File: src/plss_pkg.sv
`timescale 1ns / 1ps
// ----------------------------------------------------------------------------
// plss_pkg
// Shared types, codes and sizes of the periodic lattice site store.
// ----------------------------------------------------------------------------
package plss_pkg;

	// Hardware limits and parameter defaults
	localparam int HW_DIMS            = 4;
	localparam int COORD_W            = 4;
	localparam int EXTENT_W           = 5;
	localparam int DIMS_W             = 3;
	localparam int IDX_W              = 20;   // holds every row-major index for extents up to 31
	localparam int DATA_W             = 32;   // width of value fields on the ports
	localparam int CFG_INDEX_W        = 3;
	localparam int QUEUE_DEPTH        = 4;    // power of two: pointers wrap naturally
	localparam int MAX_DIMS_DEFAULT   = 4;
	localparam int SITES_DEFAULT      = 4096;
	localparam int VALUE_BITS_DEFAULT = 32;

	// Configuration register indexes
	typedef enum logic [CFG_INDEX_W-1:0] {
		REG_DIMS = 3'd0,
		REG_EXT0 = 3'd1,
		REG_EXT1 = 3'd2,
		REG_EXT2 = 3'd3,
		REG_EXT3 = 3'd4
	} reg_index_t;

	localparam logic [DIMS_W-1:0]   DIMS_RESET = 3'd3;
	localparam logic [EXTENT_W-1:0] EXT0_RESET = 5'd16;
	localparam logic [EXTENT_W-1:0] EXT1_RESET = 5'd16;
	localparam logic [EXTENT_W-1:0] EXT2_RESET = 5'd16;
	localparam logic [EXTENT_W-1:0] EXT3_RESET = 5'd1;

	typedef enum logic [1:0] {
		ACT_READ  = 2'd0,
		ACT_WRITE = 2'd1,
		ACT_NEIGH = 2'd2,
		ACT_NONE  = 2'd3
	} action_t;

	typedef enum logic [1:0] {
		ST_OK    = 2'd0,
		ST_COORD = 2'd1,
		ST_RANGE = 2'd2
	} status_t;

	typedef enum logic [1:0] {
		JOB_READ  = 2'd0,
		JOB_WRITE = 2'd1,
		JOB_FLAG  = 2'd2
	} job_kind_t;

	typedef struct packed {
		logic [DIMS_W-1:0]                dims;
		logic [HW_DIMS-1:0][EXTENT_W-1:0] ext;
	} cfg_t;

	// One store access handed from the front to the back
	typedef struct packed {
		job_kind_t         kind;
		logic [IDX_W-1:0]  idx;
		logic [DATA_W-1:0] wval;
		logic [1:0]        dim;
		logic              up;
		status_t           status;
		logic              last;
	} job_t;

	typedef struct packed {
		logic [DATA_W-1:0] value;
		logic [1:0]        dim;
		logic              up;
		status_t           status;
		logic              last;
	} res_t;

endpackage

File: src/plss_queue.sv
`timescale 1ns / 1ps
// ----------------------------------------------------------------------------
// plss_queue
// Short job queue between the front and the back of the site store.
// ----------------------------------------------------------------------------
module plss_queue
	import plss_pkg::*;
(
	input  logic clk,
	input  logic arst_n,
	input  logic push,
	input  job_t push_job,
	output logic full,
	output logic valid,
	input  logic pop,
	output job_t pop_job
);

	localparam int PTR_W = $clog2(QUEUE_DEPTH);

	job_t             entry_q [QUEUE_DEPTH];
	logic [PTR_W-1:0] wr_ptr_q;
	logic [PTR_W-1:0] rd_ptr_q;
	logic [PTR_W:0]   count_q;

	assign full    = (count_q == (PTR_W+1)'(QUEUE_DEPTH));
	assign valid   = (count_q != '0);
	assign pop_job = entry_q[rd_ptr_q];

	always_ff @(posedge clk or negedge arst_n) begin
		if (!arst_n) begin
			wr_ptr_q <= '0;
			rd_ptr_q <= '0;
			count_q  <= '0;
		end else begin
			if (push) begin
				wr_ptr_q <= wr_ptr_q + 1'b1;
			end
			if (pop) begin
				rd_ptr_q <= rd_ptr_q + 1'b1;
			end
			if (push && !pop) begin
				count_q <= count_q + 1'b1;
			end else if (pop && !push) begin
				count_q <= count_q - 1'b1;
			end
		end
	end

	always_ff @(posedge clk) begin
		if (push) begin
			entry_q[wr_ptr_q] <= push_job;
		end
	end

endmodule

File: config.mk
export PLATFORM = sky130hd
export DESIGN_NAME = plss_queue
export DESIGN_NICKNAME = d
export VERILOG_FILES = /design/src/plss_pkg.sv /design/src/plss_queue.sv
export SDC_FILE = /design/constraint.sdc
export NUM_CORES = 1
export LEC_CHECK = 0
export BUFFER_PORTS_ARGS = -buffer_cell sky130_fd_sc_hd__buf_2
export CORE_MARGIN = 5
export CORE_UTILIZATION = 57
export DETAILED_ROUTE_END_ITERATION = 10
export GPL_TIMING_DRIVEN = 0
export PLACE_DENSITY_LB_ADDON = 0.05
export SKIP_LAST_GASP = 1
export SLEW_MARGIN = 15
export SYNTH_ARGS = -nofsm -noshare
export SYNTH_HDL_FRONTEND = slang
export SYNTH_SLANG_ARGS = --single-unit
export TNS_END_PERCENT = 100
File: constraint.sdc
create_clock -name clk -period 3.2 [get_ports clk]
set_input_delay 0.64 -clock clk [delete_from_list [all_inputs] [get_ports clk]]
set_output_delay 0.64 -clock clk [all_outputs]
set_load 0.02 [all_outputs]
==> run metrics <==
WL per Instance=between 20 and 25 um; register area=roughly 7400 um^2; Final GP Congestion=between 0.6 and 0.7; sequential cell area fraction in the yosys report=roughly 81%; top-area cell type share of the netlist area=about four fifths; Design Area, Final=around 11000 um^2; DRC viols=0; top cells by count, synth=edfxtp_1 (240), mux4_2 (58), dfrtp_1 (7), buf_12 (6), buf_2 (6); fillers=between 1000 and 1500; Hold/Removal Path Class=in2reg; Starting DRT DRC Count=167; TritonCTS Buffers=24; starting density of the core=between 50% and 60%; row cnt=46; grt ovf=0; area of the multi-input gates=between 1500 and 2000 um^2; CP endpoint kind=output pin; Worst Setup SP=rd_ptr_q[1]; clock latency at the later pin of the worst-skew pair=0.50 ns; core box area=between 15000 and 20000 um^2; crit path time final=roughly 2.7 ns; clock power share=25.3%; post-CTS resize count=0; CTS Buffer Depth=3; vias post-DR=approximately 4000; chip width=about 140 um; syn nets=418; number of global-route vias before repair=roughly 4400; Layout area overhead=19.5%; Port Buf Inserts=125; first-pass GRT wire length=~24000 um; max cap viols=0; RSZ-0062 raised after global routing=no; Critical Path RT=around 2.6 ns; sequential fraction of design power=around 42%; Data arrival, critical path=between 2 and 2.5 ns; post-route clock period utilization=a little over four fifths; synthesized flop and latch total=247; YS warnings=0; cell-internal power=7.26 mW; Synth Flop Type=edfxtp_1; TritonCTS clock tree=yes; ys async rst share=about 2.8%; LEAKAGE=3.79 nW; Worst-path clk slew=around 0.06 ns; Clock Sink Count=247; H-tree depth=1; Hold Path Origin=push_job[27]; final setup fails=0; Worst Max-Slew Pin Slew=roughly 0.42 ns; diodes inserted=0; CP max FO=10; largest net degree at the start of global routing=44; DRT Pass-1 Iters=4; synth top area cells=edfxtp_1 (79%), mux4_2 (14%), dfrtp_1 (1.9%); Post-DRT Antenna Nets=0; Worst Skew=0.00571 ns; Root Driver=clkbuf_16; Pins Over Slew Limit=0; via/cell ratio=~5.4; Max rail drop VDD=0.000508 V; layout cell share with drive strength beyond 1=between 40% and 50%; Layout Nets=approximately 570; final hold violation count=0; Die Y=approximately 140 um; f_max=between 0.3 and 0.4 GHz; EDFF count, synth=240; die outline area=around 19000 um^2; switching part of the total power=30.1%; Total Power=about 10 mW; pwr/cell area=roughly 950 nW/um^2; Comb power frac=32.7%; top-count cell post-synth=edfxtp_1; initial antenna violation count=1; # IOs=126; Synth Area per Inst=26.2 um^2; Total Routing Usage GR=around 17%; area leader, netlist=edfxtp_1; Syn Inst Count=roughly 350; DRT Wirelength=15300 um; dpl cell area=between 10000 and 15000 um^2; crit path kind=reg2out; setup_tns=0 ns; Syn Std Cell Area=9120 um^2; Slew headroom=between 70% and 80%; FF-to-FF Start=wr_ptr_q[1]; startpoint types=flip-flop; DP HPWL=approximately 9400 um; sw power=around 3.1 mW; outcome=finished, final reports clean; post-synth cell types=20
[repair_timing]
item                                   4_1_cts  5_1_grt
endpoints found under the hold margin        7        0
buffers inserted                             0        0
hold buffers                                 1        0
[path summary, 6_finish.rpt]
| kind | cells after the start | slack (ns) | to |
|---|---|---|---|
| setup / recovery | 4 | 0.53 | pop_job[35] |
| hold / removal | 1 | 0.35 | entry_q[3][27] |
| setup reg to reg | 4 | 1.50 | entry_q[1][8] |
| hold reg to reg | 1 | 0.50 | count_q[2] |
| max in group asynchronous | 2 | 2.53 | rd_ptr_q[0] |
| min in group asynchronous | 2 | 0.51 | wr_ptr_q[1] |
[routing by layer]
layer  vias to the layer above  GRT usage (%)  routed length, um
met5                         -              0                  7
met4                         2           4.76                308
met3                        28           4.93               1200
met2                       115           29.2               7870
met1                      2046           20.9               5880
li1                       1802              -                  -
[kinds of logic after synthesis]
group	share of synthesized area [%]
flip-flops	80.9
adder cells (fa/ha/maj)	0.905
AO/OA/AOI/OAI	0.0548
XOR/XNOR	0.576
buffers and inverters	1.98
multiplexers	15.0
AND/OR/NAND/NOR	0.549
[cells in the final DEF (no fill, tap or decap), types with 3 or more instances in the layout]
cell type  netlist  routed
buf_12           6       6
buf_16           0       4
inv_1            4       4
clkinv_1         0       3
ha_1             5       5
edfxtp_1       240     240
clkbuf_1         1       9
xor2_1           4       4
mux4_2          58      58
dfrtp_1          7       7
and2_4           0       4
buf_2            6     131
clkinv_2         0       5
clkbuf_16        0      25
[sequential cells by signal (all words and copies together) (netlist names)]
signal and flops:
count_q 3, entry_q 240, rd_ptr_q 2, wr_ptr_q 2
[stage by stage]
step / utilization [%] / setup WS (ns) / hold slack (ns) / cells
3_5_place_dp: 64.3 / 1.03 / 0.483 / 693
4_1_cts: 69.1 / 0.485 / 0.328 / 738
2_1_floorplan: - / 0.719 / 0.344 / 348
3_3_place_gp: 63.5 / -0.610 / 0.465 / 689
6_report: 69.1 / 0.525 / 0.350 / 738
5_1_grt: 69.1 / 0.409 / 0.329 / 738
[worst max-delay path, stage by stage, from the launching register on]
cell      delay (ns)
dfrtp_1         0.32
clkbuf_1        0.31
buf_2           0.36
mux4_2          0.37
buf_2           0.18
[layout make-up]
cell class                 count  area share [%]
buffer                        14            1.52
clock buffer                  35            6.27
clock inverter                 9           0.608
inverter                       4           0.138
multi-input combinational     83            14.4
sequential                   247            67.7
tap                          216            2.48
timing repair buffer         130            6.84
[power groups by stage]
stage                     Clock, mW  Combinational [mW]  Sequential [mW]
after floorplan                   0                2.40             4.42
after global placement            0                3.36             4.47
after detailed placement          0                3.48             4.45
after CTS                      2.70                3.49             4.38
after global routing           2.85                3.65             4.42
final                          2.63                3.39             4.37
Power figures use the tool's default switching activity.
