===== src/plss_pkg.sv =====
`timescale 1ns / 1ps
// ----------------------------------------------------------------------------
// plss_pkg
// Shared types, codes and sizes of the periodic lattice site store.
// ----------------------------------------------------------------------------
package plss_pkg;

	// Hardware limits and parameter defaults
	localparam int HW_DIMS            = 4;
	localparam int COORD_W            = 4;
	localparam int EXTENT_W           = 5;
	localparam int DIMS_W             = 3;
	localparam int IDX_W              = 20;   // holds every row-major index for extents up to 31
	localparam int DATA_W             = 32;   // width of value fields on the ports
	localparam int CFG_INDEX_W        = 3;
	localparam int QUEUE_DEPTH        = 4;    // power of two: pointers wrap naturally
	localparam int MAX_DIMS_DEFAULT   = 4;
	localparam int SITES_DEFAULT      = 4096;
	localparam int VALUE_BITS_DEFAULT = 32;

	// Configuration register indexes
	typedef enum logic [CFG_INDEX_W-1:0] {
		REG_DIMS = 3'd0,
		REG_EXT0 = 3'd1,
		REG_EXT1 = 3'd2,
		REG_EXT2 = 3'd3,
		REG_EXT3 = 3'd4
	} reg_index_t;

	localparam logic [DIMS_W-1:0]   DIMS_RESET = 3'd3;
	localparam logic [EXTENT_W-1:0] EXT0_RESET = 5'd16;
	localparam logic [EXTENT_W-1:0] EXT1_RESET = 5'd16;
	localparam logic [EXTENT_W-1:0] EXT2_RESET = 5'd16;
	localparam logic [EXTENT_W-1:0] EXT3_RESET = 5'd1;

	typedef enum logic [1:0] {
		ACT_READ  = 2'd0,
		ACT_WRITE = 2'd1,
		ACT_NEIGH = 2'd2,
		ACT_NONE  = 2'd3
	} action_t;

	typedef enum logic [1:0] {
		ST_OK    = 2'd0,
		ST_COORD = 2'd1,
		ST_RANGE = 2'd2
	} status_t;

	typedef enum logic [1:0] {
		JOB_READ  = 2'd0,
		JOB_WRITE = 2'd1,
		JOB_FLAG  = 2'd2
	} job_kind_t;

	typedef struct packed {
		logic [DIMS_W-1:0]                dims;
		logic [HW_DIMS-1:0][EXTENT_W-1:0] ext;
	} cfg_t;

	// One store access handed from the front to the back
	typedef struct packed {
		job_kind_t         kind;
		logic [IDX_W-1:0]  idx;
		logic [DATA_W-1:0] wval;
		logic [1:0]        dim;
		logic              up;
		status_t           status;
		logic              last;
	} job_t;

	typedef struct packed {
		logic [DATA_W-1:0] value;
		logic [1:0]        dim;
		logic              up;
		status_t           status;
		logic              last;
	} res_t;

endpackage


===== src/plss_front.sv =====
`timescale 1ns / 1ps
// ----------------------------------------------------------------------------
// plss_front
// Accepts actions, checks coordinates, forms row-major indexes and strides,
// and issues one store job per result into the queue.
// ----------------------------------------------------------------------------
module plss_front
	import plss_pkg::*;
#(
	parameter int MAX_DIMS = MAX_DIMS_DEFAULT,
	parameter int SITES    = SITES_DEFAULT
) (
	input  logic                      clk,
	input  logic                      arst_n,
	input  cfg_t                      cfg,
	input  logic                      in_valid,
	output logic                      in_ready,
	input  action_t                   in_action,
	input  logic [HW_DIMS*COORD_W-1:0] in_coords,
	input  logic [DATA_W-1:0]         in_wval,
	input  logic                      q_full,
	output logic                      q_push,
	output job_t                      q_job
);

	localparam int DLIM = (MAX_DIMS < HW_DIMS) ? MAX_DIMS : HW_DIMS;
	localparam int MUL_W = IDX_W + EXTENT_W;

	typedef enum logic [1:0] {
		S_IDLE,
		S_INDEX,
		S_EMIT,
		S_NEIGH
	} state_t;

	state_t                         state_q;
	logic [1:0]                     t_q;
	logic [1:0]                     dm1_q;
	action_t                        act_q;
	logic [HW_DIMS-1:0][COORD_W-1:0] crd_q;
	logic [DATA_W-1:0]              wval_q;
	logic [IDX_W-1:0]               base_q;
	logic [IDX_W-1:0]               prod_q;
	logic [IDX_W-1:0]               stride_q [HW_DIMS];
	logic [1:0]                     nd_q;
	logic                           nup_q;
	status_t                        flag_q;

	logic [DIMS_W-1:0]               d_eff;
	logic [1:0]                      dm1;
	logic                            bad;
	logic [HW_DIMS-1:0][COORD_W-1:0] crd_in;
	logic [1:0]                      j;
	logic [MUL_W-1:0]                hmul;
	logic [MUL_W-1:0]                smul;
	logic [EXTENT_W-1:0]             ne;
	logic [COORD_W-1:0]              nc;
	logic [EXTENT_W-1:0]             mop;
	logic [MUL_W-1:0]                nmul;
	logic [IDX_W-1:0]                nidx;
	logic                            nlast;
	job_t                            emit_job;
	job_t                            neigh_job;

	assign crd_in = in_coords;

	always_comb begin
		if (cfg.dims == '0) begin
			d_eff = DIMS_W'(1);
		end else if (cfg.dims > DIMS_W'(DLIM)) begin
			d_eff = DIMS_W'(DLIM);
		end else begin
			d_eff = cfg.dims;
		end
		dm1 = 2'(d_eff - 1'b1);
		bad = 1'b0;
		for (int i = 0; i < HW_DIMS; i++) begin
			if ((2'(i) <= dm1) && ({1'b0, crd_in[i]} >= cfg.ext[i])) begin
				bad = 1'b1;
			end
		end
	end

	// Horner step for the base index, running product for the strides
	always_comb begin
		j    = dm1_q - t_q;
		hmul = MUL_W'(base_q) * MUL_W'(cfg.ext[t_q]) + MUL_W'(crd_q[t_q]);
		smul = MUL_W'(prod_q) * MUL_W'(cfg.ext[j]);
	end

	always_comb begin
		emit_job        = '0;
		emit_job.wval   = wval_q;
		emit_job.idx    = base_q;
		emit_job.last   = 1'b1;
		emit_job.status = flag_q;
		if (flag_q != ST_OK) begin
			emit_job.kind = JOB_FLAG;
		end else if (32'(base_q) >= 32'(SITES)) begin
			emit_job.kind   = JOB_FLAG;
			emit_job.status = ST_RANGE;
		end else if (act_q == ACT_WRITE) begin
			emit_job.kind = JOB_WRITE;
		end else begin
			emit_job.kind = JOB_READ;
		end
	end

	// Neighbour index from the base: a step of one stride, or a wrap across
	// the whole extent when the coordinate sits on an edge.
	always_comb begin
		ne   = cfg.ext[nd_q];
		nc   = crd_q[nd_q];
		mop  = nup_q ? EXTENT_W'(nc) : (ne - 1'b1);
		nmul = MUL_W'(mop) * MUL_W'(stride_q[nd_q]);
		if (!nup_q) begin
			nidx = (nc == '0) ? (base_q + IDX_W'(nmul)) : (base_q - stride_q[nd_q]);
		end else begin
			nidx = (({1'b0, nc} + 1'b1) == ne) ? (base_q - IDX_W'(nmul))
			                                   : (base_q + stride_q[nd_q]);
		end
		nlast            = nup_q && (nd_q == dm1_q);
		neigh_job        = '0;
		neigh_job.idx    = nidx;
		neigh_job.wval   = wval_q;
		neigh_job.dim    = nd_q;
		neigh_job.up     = nup_q;
		neigh_job.last   = nlast;
		if (32'(nidx) >= 32'(SITES)) begin
			neigh_job.kind   = JOB_FLAG;
			neigh_job.status = ST_RANGE;
		end else begin
			neigh_job.kind   = JOB_READ;
			neigh_job.status = ST_OK;
		end
	end

	assign in_ready = (state_q == S_IDLE);
	assign q_push   = !q_full && ((state_q == S_EMIT) || (state_q == S_NEIGH));
	assign q_job    = (state_q == S_NEIGH) ? neigh_job : emit_job;

	always_ff @(posedge clk or negedge arst_n) begin
		if (!arst_n) begin
			state_q <= S_IDLE;
			t_q     <= '0;
			dm1_q   <= '0;
			nd_q    <= '0;
			nup_q   <= 1'b0;
			act_q   <= ACT_READ;
			flag_q  <= ST_OK;
		end else begin
			unique case (state_q)
				S_IDLE: begin
					if (in_valid) begin
						act_q  <= in_action;
						crd_q  <= crd_in;
						wval_q <= in_wval;
						dm1_q  <= dm1;
						base_q <= '0;
						prod_q <= IDX_W'(1);
						t_q    <= '0;
						nd_q   <= '0;
						nup_q  <= 1'b0;
						if (in_action == ACT_NONE) begin
							state_q <= S_IDLE;
						end else if (bad) begin
							flag_q  <= ST_COORD;
							state_q <= S_EMIT;
						end else begin
							flag_q  <= ST_OK;
							state_q <= S_INDEX;
						end
					end
				end
				S_INDEX: begin
					base_q      <= IDX_W'(hmul);
					prod_q      <= IDX_W'(smul);
					stride_q[j] <= prod_q;
					t_q         <= t_q + 1'b1;
					if (t_q == dm1_q) begin
						state_q <= (act_q == ACT_NEIGH) ? S_NEIGH : S_EMIT;
					end
				end
				S_EMIT: begin
					if (!q_full) begin
						state_q <= S_IDLE;
					end
				end
				S_NEIGH: begin
					if (!q_full) begin
						if (nlast) begin
							state_q <= S_IDLE;
						end else if (nup_q) begin
							nup_q <= 1'b0;
							nd_q  <= nd_q + 1'b1;
						end else begin
							nup_q <= 1'b1;
						end
					end
				end
				default: state_q <= S_IDLE;
			endcase
		end
	end

endmodule


===== config.mk =====
export PLATFORM = sky130hd
export DESIGN_NAME = plss_front
export DESIGN_NICKNAME = d
export VERILOG_FILES = /design/src/plss_pkg.sv /design/src/plss_front.sv
export SDC_FILE = /design/constraint.sdc
export NUM_CORES = 1
export LEC_CHECK = 0
export ABC_AREA = 1
export BUFFER_PORTS_ARGS = -buffer_cell sky130_fd_sc_hd__clkbuf_2
export CORE_MARGIN = 3
export CORE_UTILIZATION = 63
export CTS_CLUSTER_SIZE = 40
export DETAILED_ROUTE_END_ITERATION = 7
export GPL_ROUTABILITY_DRIVEN = 0
export HOLD_SLACK_MARGIN = 0.02
export PLACE_DENSITY_LB_ADDON = 0.12
export SETUP_SLACK_MARGIN = 0.3
export SLEW_MARGIN = 20
export SYNTH_ARGS = -nofsm -noshare
export SYNTH_HDL_FRONTEND = slang
export SYNTH_SLANG_ARGS = --single-unit
export TNS_END_PERCENT = 5

===== constraint.sdc =====
create_clock -name clk -period 15.5 [get_ports clk]
set_input_delay 3.875 -clock clk [delete_from_list [all_inputs] [get_ports clk]]
set_output_delay 3.875 -clock clk [all_outputs]
set_load 0.05 [all_outputs]

==> summary.md <==
| Metric | Value |
|---|---|
| Cells after synthesis | 2402 |
| Initial antenna violation count | 1 |
| # rows | 62 |
| N_diodes | 0 |
| Clk sink count | 180 |
| Crit-path max FO | 6 |
| Post-synth top flop | edfxtp_1 |
| Fin nets | 2853 |
| WL per Instance | 18.6 microns |
| Die H | 180 microns |
| Critical Path RT | 11620 ps |
| Share of cells above drive strength 1 | 0.164 |
| Hold Fails Final Rpt | 0 |
| Pins Over Slew Limit | 0 |
| Critical Path Source Type | primary input |
| Yosys top cell area share | 0.266 |
| Antenna Nets Post-Route | 0 |
| Critical path's largest stage delay | 540 ps |
| First-pass GRT wire length | 85.0 mm |
| Synth Area per Inst | 7.90 sq um |
| Post-DP HPWL | 40.1 mm |
| Setup crit end kind | output port |
| Dominant cells by area after synthesis | edfxtp_1 (27%), fa_1 (15%), nand2_1 (11%), ha_1 (8.2%), inv_1 (7.4%) |
| Seq/Total Area, Yosys | 0.282 |
| Worst-Margin Slew | 1080 ps |
| Clock period minus worst slack | 15020 ps |
| Initial core utilization | 0.651 |
| Port bufs | 138 |
| Placed Cells | 2846 |
| Yosys warning count | 0 |
| Critical R2R Launch | t_q[0] |
| Synth Cell Area | 0.0190 sq mm |
| Worst R2R End | prod_q[14] |
| CP Launch Point | cfg[16] |
| Critical path's slowest cell | fa_1 |
| Syn nets | 2749 |
| Place WS | 160 ps |
| Netlist cell types | 59 |
| Post-route setup TNS | 0 ps |
| # DRC | 0 |
| Path depth of the worst reg2reg path | 28 |
| Clk slew on worst S/H paths | 80 ps |
| Final Worst Setup Slack | 480 ps |
| Highest Clock Rate | 0.0666 GHz |
| Pin count of the biggest net entering global routing | 61 |
| Cell taking the most area after synthesis | edfxtp_1 |
| WP data arrival | 11150 ps |
| Min Hold Slack | 546 ps |
| HP Class | reg -> reg |
| Slew margin rel. | 0.282 |
| Vias/cell | 5.86 |
| Crit path kind | in -> out |
| Synthesized flop and latch total | 180 |
| CTS Buf Count | 17 |
| Post-synth top cells | nand2_1 (533), inv_1 (376), nor2_1 (283) |
| Tot GR Track Use | 0.326 |
| Synth async-reset ratio | 0.0667 |
| Clock Tree Buf Depth | 2 |
| Die area | 0.0322 sq mm |
| Via count | 17000 |
| Status | finished, final reports clean |
| Setup slack, reg-to-reg | 8710 ps |
| WL final | 53.9 mm |
| Count leader, synth | nand2_1 |
| Period Utilization, post-route | 0.969 |
| CP endpoint | q_job[2] |
| Grt ovf | 0 |
| DR iter-0 viols | 1657 |
| Number of synthesized flops with an enable pin | 168 |
| Clock Root Buffer | clkbuf_16 |
| Fin cells | 2903 |
| Max-cap viol count | 0 |
| Clock Latency Late Sink | 450 ps |
| Setup skew after layout | 14.3 ps |
| Boundary Pins | 139 |
| Vias in the first global route | 16800 |
| DRT Pass-1 Iters | 8 |
| Final setup vio count | 0 |
| Area Overhead vs Synth | 11.5% |
| Die Span X | 180 microns |
| CTS tree | done |
| CORE AREA | 0.0292 sq mm |
| H-tree depth reported by CTS | 4 |
| RSZ-0062 raised after global routing | false |
-- metal layers --
layer  share of wire  up-vias  global-route usage
met4           0.044        0               0.142
met1            0.39     8043               0.420
li1                -     7903                   -
met5               0        -                   0
met2            0.47      883               0.542
met3           0.095      171              0.0594
-- per-stage QoR --
| stage | util | instance area [sq um] |
|---|---|---|
| global placement | 0.676 | 19700 |
| global route | 0.725 | 21200 |
| floorplan | - | 19000 |
| detailed placement | 0.676 | 19700 |
| finish | 0.725 | 21200 |
| CTS | 0.699 | 20400 |
-- placed cells by master (no fill, tap or decap), types with 15 or more instances in the layout --
cell / instances
ha_1: 112
o21ai_0: 127
fa_1: 145
nor2_1: 263
o21a_1: 15
nand4_1: 16
nor2_4: 19
nand2_2: 46
buf_4: 34
nor2_2: 19
edfxtp_1: 168
nand3_1: 109
xnor2_1: 16
inv_1: 370
a21oi_1: 123
clkbuf_2: 135
nand2_1: 513
nand3_2: 29
clkbuf_16: 17
xor2_1: 33
-- critical path: cells and delay by family --
kind / cells / cell delay (ps)
AO/OA/AOI/OAI: 7 / 1160
XOR/XNOR: 2 / 490
adder cells (fa/ha/maj): 6 / 2180
buffers and inverters: 6 / 720
AND/OR/NAND/NOR: 23 / 2710
-- layout make-up --
type / count / area [sq um]
Multi-Input combinational cell: 1739 / 12200
Clock buffer: 17 / 425
Tap cell: 384 / 480
Sequential cell: 180 / 5350
Timing Repair Buffer: 176 / 1030
Clock inverter: 15 / 215
Fill cell: 2259 / 8010
Inverter: 391 / 1490
Timing Repair inverter: 1 / 5.00
-- state kept, by name, summed over array words and instances (netlist names), 2 cells and up --
signal    count
nd_q          2
wval_q       32
dm1_q         2
crd_q        16
act_q         2
t_q           2
base_q       20
state_q       2
stride_q     80
prod_q       20
-- cells by family after synthesis --
| family | count (synthesis) | share of synthesized area |
|---|---|---|
| and+or+nand+nor | 1057 | 0.243 |
| buffers and inverters | 483 | 0.108 |
| AOI/OAI and AO/OA | 357 | 0.106 |
| adders and majority gates | 270 | 0.235 |
| DFF | 180 | 0.282 |
| xor gates and xnor gates | 54 | 0.0249 |
| muxes | 1 | 0.00119 |
-- what timing repair did --
item / 4_1_cts / 5_1_grt
resized for setup: 8 / 140
pin swaps: 0 / 57
hold buffers: 0 / 0
buffers inserted: 2 / 22
cloned: 0 / 1
endpoints found under the setup margin: 5 / 10
-- worst min path at each step --
| stage | from | depth (start not counted) | to | slack, ps |
|---|---|---|---|---|
| floorplan | act_q[1] | 2 | act_q[1] | 460 |
| global placement | prod_q[17] | 0 | stride_q[0][17] | 510 |
| detailed placement | prod_q[17] | 0 | stride_q[3][17] | 520 |
| CTS | prod_q[17] | 0 | stride_q[3][17] | 540 |
| global route | prod_q[17] | 0 | stride_q[0][17] | 550 |
| finish | prod_q[17] | 0 | stride_q[3][17] | 550 |
Power is left out: the tool's default activity adds up to more than one toggle a clock period on the data nets, which glitch-free logic cannot reach.
